[config.mk]
export PLATFORM = sky130hd
export DESIGN_NAME = xss_queue
export DESIGN_NICKNAME = d
export VERILOG_FILES = /design/src/design/xss_pkg.sv /design/src/design/xss_queue.sv
export SDC_FILE = /design/constraint.sdc
export NUM_CORES = 1
export LEC_CHECK = 0
export ABC_AREA = 0
export BUFFER_PORTS_ARGS = -buffer_cell sky130_fd_sc_hd__buf_2
export CAP_MARGIN = 20
export CORE_MARGIN = 1
export CORE_UTILIZATION = 59
export CTS_BUF_LIST = sky130_fd_sc_hd__clkbuf_8
export DETAILED_ROUTE_END_ITERATION = 10
export GPL_TIMING_DRIVEN = 0
export PLACE_DENSITY = 0.95
export SLEW_MARGIN = 5
export SYNTH_ARGS = -nofsm -noshare
export SYNTH_HDL_FRONTEND = slang
export SYNTH_SLANG_ARGS = --single-unit
[constraint.sdc]
create_clock -name clk -period 14.28 [get_ports clk]
set_input_delay 2.142 -clock clk [delete_from_list [all_inputs] [get_ports clk]]
set_output_delay 2.142 -clock clk [all_outputs]
set_load 0.02 [all_outputs]
[src/design/xss_pkg.sv]
// ----------------------------------------------------------------------------
// xss_pkg
// Shared types and constants for the xoshiro256** generator block.
// ----------------------------------------------------------------------------
package xss_pkg;

	localparam int WORD_W = 64;
	localparam int FRAC_W = 52;
	localparam int PROB_W = 53;
	localparam int CMD_W  = 3;

	// command codes on the request channel
	localparam logic [CMD_W-1:0] CMD_RAW     = 3'd0;
	localparam logic [CMD_W-1:0] CMD_BOUNDED = 3'd1;
	localparam logic [CMD_W-1:0] CMD_BERN    = 3'd2;
	localparam logic [CMD_W-1:0] CMD_JUMP    = 3'd3;
	localparam logic [CMD_W-1:0] CMD_RESEED  = 3'd4;

	localparam logic [WORD_W-1:0] GOLDEN_INC = 64'h9E3779B97F4A7C15;
	localparam logic [WORD_W-1:0] MIX_MUL_A  = 64'hBF58476D1CE4E5B9;
	localparam logic [WORD_W-1:0] MIX_MUL_B  = 64'h94D049BB133111EB;

	localparam logic [WORD_W-1:0] JUMP_POLY [4] = '{
		64'h180ec6d33cfd0aba,
		64'hd5a61266f0c9392c,
		64'ha9582618e03fc9aa,
		64'h39abdc4529b1661c
	};

	typedef enum logic [2:0] {
		OP_RAW,
		OP_BOUNDED,
		OP_BERN,
		OP_JUMP,
		OP_RESEED,
		OP_NONE
	} xss_op_t;

	typedef struct packed {
		xss_op_t             op;
		logic [WORD_W-1:0]   limit;
		logic [WORD_W-1:0]   mask;
		logic [PROB_W-1:0]   probability;
	} xss_item_t;

	typedef enum logic [2:0] {
		BK_RUN,
		BK_JUMP,
		BK_JUMP_END,
		BK_SEED,
		BK_SEED_END
	} xss_bk_state_t;

endpackage

[src/design/xss_queue.sv]
// ----------------------------------------------------------------------------
// xss_queue
// Two-entry queue of decoded requests between front and back.
// ----------------------------------------------------------------------------
module xss_queue import xss_pkg::*; (
	input  logic      clk,
	input  logic      arst_n,
	input  logic      push_valid,
	output logic      push_ready,
	input  xss_item_t push_item,
	output logic      head_valid,
	input  logic      pop,
	output xss_item_t head_item
);

	xss_item_t  entry_q [2];
	logic       wr_ptr_q;
	logic       rd_ptr_q;
	logic [1:0] count_q;
	logic       do_push;
	logic       do_pop;

	assign push_ready = (count_q != 2'd2);
	assign head_valid = (count_q != 2'd0);
	assign head_item  = entry_q[rd_ptr_q];
	assign do_push    = push_valid && push_ready;
	assign do_pop     = pop && head_valid;

	always_ff @(posedge clk) begin
		if (do_push) begin
			entry_q[wr_ptr_q] <= push_item;
		end
	end

	always_ff @(posedge clk or negedge arst_n) begin
		if (!arst_n) begin
			wr_ptr_q <= 1'b0;
			rd_ptr_q <= 1'b0;
			count_q  <= 2'd0;
		end else begin
			if (do_push) begin
				wr_ptr_q <= ~wr_ptr_q;
			end
			if (do_pop) begin
				rd_ptr_q <= ~rd_ptr_q;
			end
			case ({do_push, do_pop})
				2'b10:   count_q <= count_q + 2'd1;
				2'b01:   count_q <= count_q - 2'd1;
				default: count_q <= count_q;
			endcase
		end
	end

endmodule

After elaboration in Yosys (flattened, before gate mapping)
Memories as Yosys holds them, arrays and structs flattened.
Index checks and enable logic that the tools add are counted.
{"block": "word_totals", "word_cells": 18, "out_inout_bits": 186, "input_bits": 188, "mem_count": 1, "ff_bits": 4, "mem_bits_rw": 368}
{"memory": "entry_q", "words": 2, "word_bits": 184, "read_ports": 1, "rd_ports_with_merged_regs": 0, "write_ports": 1, "line": "xss_queue.sv:16", "rtl": "xss_item_t entry_q [2];"}
{"block": "op_classes", "eq_ne": 3, "addsub": 2, "n_bitwise": 2, "reduce_logical": 4, "n_mux": 3}
{"cell": "2-bit one-hot mux with 2 select lines", "count": 1}
{"cell": "2-bit nonzero test", "count": 2}
{"cell": "2-bit by 1-bit adder with 2-bit output, second input constant", "count": 1}
{"cell": "2-bit by 1-bit == test with 1-bit output, second input constant", "count": 1}
{"cell": "2-bit == test, second input constant", "count": 1}
{"cell": "1-bit logical AND", "count": 2}
{"cell": "1-bit 2-to-1 mux", "count": 2}
{"cell": "2-bit inequality test, second input constant", "count": 1}
{"cell": "1-bit NOT", "count": 2}
{"cell": "2-bit by 1-bit subtractor with 2-bit output, second input constant", "count": 1}

Longest topological paths before layout
Gate-level depths: netlist of run 1.
{"block": "depth", "depth_word": 4, "mapped_depth": 6, "ltp_nobuf": 6}

Worst setup path after synthesis of run 1
No wires, ideal clock.
{"block": "synth_path", "path_kind": "input port to flip-flop", "from": "in push_valid", "to": "mem entry_q[0][0] (netlist bit) (enable)", "slack_ns": 3.675, "setup_ns": 0.731, "required_time_ns": 13.549, "path_buffers": 0, "arrival_time_ns": 9.874, "stages": 2, "path_cell_list": "nand2_1 nor2_1"}
{"block": "synth_via", "elab_chain_cells": 3}
{"element": "start: declaration", "line": "xss_queue.sv:8", "rtl": "input logic push_valid,"}
{"element": "1-bit logical AND", "line": "xss_queue.sv:26", "rtl": "assign do_push = push_valid && push_ready;"}
{"element": "1-bit 2-to-1 mux", "line": "xss_queue.sv:30", "rtl": "if (do_push) begin"}
{"element": "1-bit 2-to-1 mux (implied by the code)", "line": "xss_queue.sv:31", "rtl": "entry_q[wr_ptr_q] <= push_item;"}
{"element": "end: declaration", "line": "xss_queue.sv:16"}
No other way between the ends.

==> results_dict.tcl, run 1 <==
set metrics [dict create \
    gp_congestion 0.749 \
    synth.net_count 779 \
    num_vias 7192 \
    antenna_found_initial 7 \
    clkSlewWorstSetupHoldPaths_ns 0.06 \
    io_buffers 373 \
    syn_area_um2 14100 \
    htreeDepth 2 \
    min_path_cells 1 \
    min_period_ns 4.09 \
    initialDrtViolationCount 396 \
    numCtsBuffers 57 \
    synthCells 590 \
    status "completed" \
    cts.path.max_buffers 3 \
    finalCritPeriodShare 0.286 \
    ys_ff_latch 372 \
    wire_per_inst_um 20.5 \
    cp.required_ns 12.14 \
    end_kind "primary output" \
    die_y_um 157 \
    post_cts_buffers 0 \
    routed_via_density 5.15 \
    setup_ws_ns 10.19 \
    ioPinCount 374 \
    tightest_slew_ns 0.537 \
    die_area_um2 24500 \
    overflow 0 \
    routed_wl_um 28600 \
    power_mw 3.77 \
    row_count 56 \
    final.setup_skew_ns 0.0162 \
    final_common_cell "buf_2" \
    rsz0062_at_grt "false" \
    clock_latency_ns 0.56 \
    cts_tree "done" \
    cts_root_buf "clkbuf_8" \
    dr.pass1.iters 4 \
    syn_avg_cell_area_um2 23.9 \
    die_w_um 157 \
    slew_viol_final 0 \
    grt_pass1_wl_um 40400 \
    grt_pass1_vias 7495 \
    worstSetupStartpointType "flop" \
    ys_warn_count 0 \
    drv_cap 0 \
    yosysUniqueCellTypes 15 \
    hpwl_um 20000 \
    drive_gt1_frac 0.612 \
    worstPathMaxFanout 10 \
    core_area_um2 23500 \
    holdBufCountCts 0 \
    arrival_ns 1.94 \
    final_cell_mix "buf_2, edfxtp_1, mux2_4, clkbuf_8, mux2_2" \
    fmax_mhz 245 \
    powerDensity_nw_per_um2 214 \
    path_class "reg2out" \
    slew_headroom 0.641 \
    holdCritPathClass "reg2reg" \
    fillers 1278 \
    clock_sinks 372 \
    ys_seq_area_frac 0.791 \
    peakVddDrop_mv 0.167 \
    area_growth_pct 24.7 \
    setup_viol 0 \
    grt_max_degree 63 \
    ant_nets 0 \
    dp_slack_ns 10.31 \
    ctsResizeCount 0 \
    drc_errors 0 \
    leakage_nw 7.10 \
    reg2regPathDepth 6 \
    grt_usage 0.226 \
    nets 1220 \
    start_util 0.601 \
    hold_viol 0 \
]
[sequential cells by signal (all words and copies together) (netlist names)]
register,cells
wr_ptr_q,1
rd_ptr_q,1
count_q,2
entry_q,368
[report_power, final]
group	internal (mW)	total [mW]	switching, mW	leakage [nW]
logic	0.633	1.45	0.816	3.08
clock network	0.387	0.765	0.378	0.557
registers	1.49	1.55	0.0637	3.46
total	2.51	3.77	1.26	7.10
[stage by stage]
step	std cells	TNS [ns]	cell area [µm²]	hold WS (ns)	util
after floorplan	590	0	14100	0.456	-
after global placement	1282	-21.83	16400	0.475	0.697
after detailed placement	1291	0	16600	0.498	0.706
after CTS	1391	0	17600	0.513	0.748
after global routing	1394	0	17600	0.539	0.748
final	1397	0	17600	0.511	0.749
[worst paths after layout]
kind | end | slack, ns | from
max in group asynchronous | rd_ptr_q$_DFFE_PN0P_ | 12.77 | arst_n
max | head_item[30] | 10.19 | rd_ptr_q$_DFFE_PN0P_
min in group asynchronous | wr_ptr_q$_DFFE_PN0P_ | 1.39 | arst_n
max reg2reg | entry_q[0][29]$_DFFE_PP_ | 11.87 | count_q[0]$_DFFE_PN0P_
min reg2reg | count_q[1]$_DFFE_PN0P_ | 0.51 | count_q[1]$_DFFE_PN0P_
min | count_q[1]$_DFFE_PN0P_ | 0.51 | count_q[1]$_DFFE_PN0P_
[layout make-up]
class                   count  area (µm²)  area share
diodes                      6        15.0    0.000854
plain buffers              21         218      0.0124
clock buffers              57         785      0.0446
clock inverters            43         198      0.0112
multi-input cells         197        2740       0.156
flip-flops and latches    372       11200       0.634
well taps                 319         399      0.0227
repair buffers            382        2070       0.118
[cell usage after synthesis]
| library cell | instances | area, µm² |
|---|---|---|
| buf_6 | 18 | 203 |
| dfrtp_1 | 4 | 100 |
| buf_2 | 3 | 15.0 |
| nand2_1 | 1 | 3.75 |
| xor2_1 | 2 | 17.5 |
| mux2_4 | 150 | 2250 |
| nand2b_1 | 1 | 6.26 |
| nor2_1 | 2 | 7.51 |
| ha_1 | 1 | 12.5 |
| xnor2_1 | 3 | 26.3 |
| edfxtp_1 | 368 | 11100 |
| mux2_2 | 34 | 383 |
| and3_1 | 1 | 6.26 |
| and2_1 | 1 | 6.26 |
| or2_2 | 1 | 6.26 |
[routing by layer]
metal,wire [µm],up-vias,track usage,part of all wire
li1,-,3256,-,-
met1,10200,3558,0.241,0.36
met2,15100,314,0.404,0.53
met3,2580,62,0.0775,0.090
met4,811,2,0.102,0.028
met5,16,-,0,0.00056
[logic make-up (layout without fill, tap and decap cells)]
kind of cell	Yosys count	count (layout)	synth area share
flops	372	372	0.791
mux	184	184	0.187
buf+inv	21	503	0.0154
simple gates	7	7	0.00258
xor+xnor	5	5	0.00311
fa+ha+maj	1	1	0.000887
other cells	0	6	0
[worst max-delay path, cell delays in order (launching register included)]
cell and delay (ns):
dfrtp_1 0.34, buf_6 0.11, buf_6 0.21, buf_6 0.22, mux2_4 0.33, buf_2 0.17
Power figures use the tool's default switching activity.
==> run 2: changes to the inputs <==
--- a/config.mk
+++ b/config.mk
@@ -9,11 +9,11 @@
 export BUFFER_PORTS_ARGS = -buffer_cell sky130_fd_sc_hd__buf_2
 export CAP_MARGIN = 20
 export CORE_MARGIN = 1
-export CORE_UTILIZATION = 59
+export CORE_UTILIZATION = 54
 export CTS_BUF_LIST = sky130_fd_sc_hd__clkbuf_8
 export DETAILED_ROUTE_END_ITERATION = 10
 export GPL_TIMING_DRIVEN = 0
-export PLACE_DENSITY = 0.95
+export PLACE_DENSITY = 0.91
 export SLEW_MARGIN = 5
 export SYNTH_ARGS = -nofsm -noshare
 export SYNTH_HDL_FRONTEND = slang
==> constraint.sdc (replaced) <==
create_clock -name clk -period 4.25 [get_ports clk]
set_input_delay 0.6375 -clock clk [delete_from_list [all_inputs] [get_ports clk]]
set_output_delay 0.6375 -clock clk [all_outputs]
set_load 0.02 [all_outputs]
==> run 2 against run 1 <==
Wire length down 1.1%. Register-to-register slack got worse by 10 ns. Clock power grew to 3.3 times the previous value. Global-route usage down 2.1 points. Hold slack got worse by 0.25 ns. Combinational power grew to 3.3 times the previous value. Clock skew shrank 0.0026 ns. Critical path depth unchanged. Cell area is essentially flat. Critical endpoint is now head_item[55]. Largest power group unchanged.
==> results_dict.tcl, run 2 (synthesis gave the netlist of run 1 again) <==
set metrics [dict create \
    setup_viol 0 \
    grt_usage 0.205 \
    power_mw 12.6 \
    rsz0062_at_grt "false" \
    initialDrtViolationCount 431 \
    path_class "reg2out" \
    dp.cells 1301 \
    nets 1218 \
    row_count 58 \
    worstSetupStartpointType "flop" \
    fmax_mhz 382 \
    min_period_ns 2.62 \
    drv_cap 0 \
    htreeDepth 2 \
    reg2regPathDepth 6 \
    worstPathMaxFanout 10 \
    min_path_cells 1 \
    busiest_layer "met2" \
    clock_latency_ns 0.57 \
    cts_root_buf "clkbuf_8" \
    cts_tree "done" \
    drive_gt1_frac 0.611 \
    routed_wl_um 28300 \
    final_cells 1410 \
    core_area_um2 25400 \
    largestRegisters "entry_q: 368 flops, count_q: 2 flops" \
    final_cell_mix "buf_2, edfxtp_1, mux2_4, clkbuf_8, mux2_2" \
    die_area_um2 26800 \
    overflow 0 \
    dr.pass1.iters 5 \
    holdCritPathClass "in2reg" \
    end_kind "primary output" \
    powerDensity_nw_per_um2 716 \
    clock_sinks 372 \
    start_util 0.555 \
    num_vias 7191 \
    grt_pass1_wl_um 41000 \
    met3_usage 0.0792 \
    area_growth_pct 24.7 \
    final.setup_skew_ns 0.0136 \
    leakage_nw 7.13 \
    clkSlewWorstSetupHoldPaths_ns 0.07 \
    io_buffers 373 \
    use_met1 0.207 \
    die_y_um 164 \
    status "completed" \
    routed_via_density 5.10 \
    finalCritPeriodShare 0.616 \
    final_common_cell "buf_2" \
    placed_area_um2 16600 \
    antenna_found_initial 8 \
    cts.path.max_buffers 3 \
    hpwl_um 19800 \
    fillers 1528 \
    hold_viol 0 \
    ioPinCount 374 \
    peakVddDrop_mv 0.510 \
    numCtsBuffers 55 \
    ant_nets 0 \
    largest_reg_flops 368 \
    die_w_um 164 \
    grt_max_degree 66 \
    slew_viol_final 0 \
    gp_congestion 0.760 \
    use_met2 0.377 \
    grt_pass1_vias 7751 \
    tightest_slew_ns 0.890 \
    cp.required_ns 3.61 \
    wire_per_inst_um 20.1 \
    slew_headroom 0.406 \
    final_area_um2 17600 \
    drc_errors 0 \
    arrival_ns 1.98 \
    top_register "entry_q" \
]
## run 2: power by group
group          internal, mW  total [mW]  switching, mW
clock                  1.27        2.56           1.29
combinational          2.12        4.81           2.70
sequential             5.01        5.23          0.214
total                  8.39        12.6           4.20
## run 2: final timing paths
| check | startpoint | to | slack (ns) |
|---|---|---|---|
| setup / recovery | rd_ptr_q$_DFFE_PN0P_ | head_item[55] | 1.63 |
| hold / removal | push_item[116] | entry_q[1][116]$_DFFE_PP_ | 0.26 |
| setup reg to reg | count_q[0]$_DFFE_PN0P_ | entry_q[0][37]$_DFFE_PP_ | 1.89 |
| hold reg to reg | count_q[1]$_DFFE_PN0P_ | count_q[1]$_DFFE_PN0P_ | 0.49 |
| max in group asynchronous | arst_n | count_q[1]$_DFFE_PN0P_ | 3.69 |
| min in group asynchronous | arst_n | rd_ptr_q$_DFFE_PN0P_ | 0.43 |
## run 2: critical path, cell delays in order, from the launching register on
cell and delay (ns):
dfrtp_1 0.36, buf_6 0.14, buf_6 0.21, buf_6 0.21, mux2_4 0.32, buf_2 0.17
## run 2: what timing repair did
item	CTS	global route
hold endpoints to repair	4	0
setup buffers	0	0
hold buffers	1	0
resized for setup	0	0
## run 2: metrics by stage
step | utilization | TNS (ns) | worst slack (ns) | hold WS [ns]
6_report | 0.692 | 0 | 1.63 | 0.257
5_1_grt | 0.692 | 0 | 1.53 | 0.211
4_1_cts | 0.692 | 0 | 1.61 | 0.219
3_5_place_dp | 0.652 | 0 | 1.73 | 0.451
3_3_place_gp | 0.645 | -222.82 | -1.05 | 0.448
2_1_floorplan | - | 0 | 0.256 | 0.342
## run 2: layer usage
layer / vias to the layer above / routed length [µm]
li1: 3254 / -
met1: 3494 / 9470
met2: 356 / 15100
met3: 81 / 2830
met4: 6 / 930
met5: - / 40
## run 2: area by class of cell
type	instances	area, µm²	area share
diodes	5	12.5	0.000712
plain buffers	21	218	0.0124
clock buffers	58	798	0.0454
clock inverters	45	191	0.0109
multi-input cells	197	2740	0.156
flip-flops and latches	372	11200	0.634
well taps	330	413	0.0235
repair buffers	382	2060	0.117
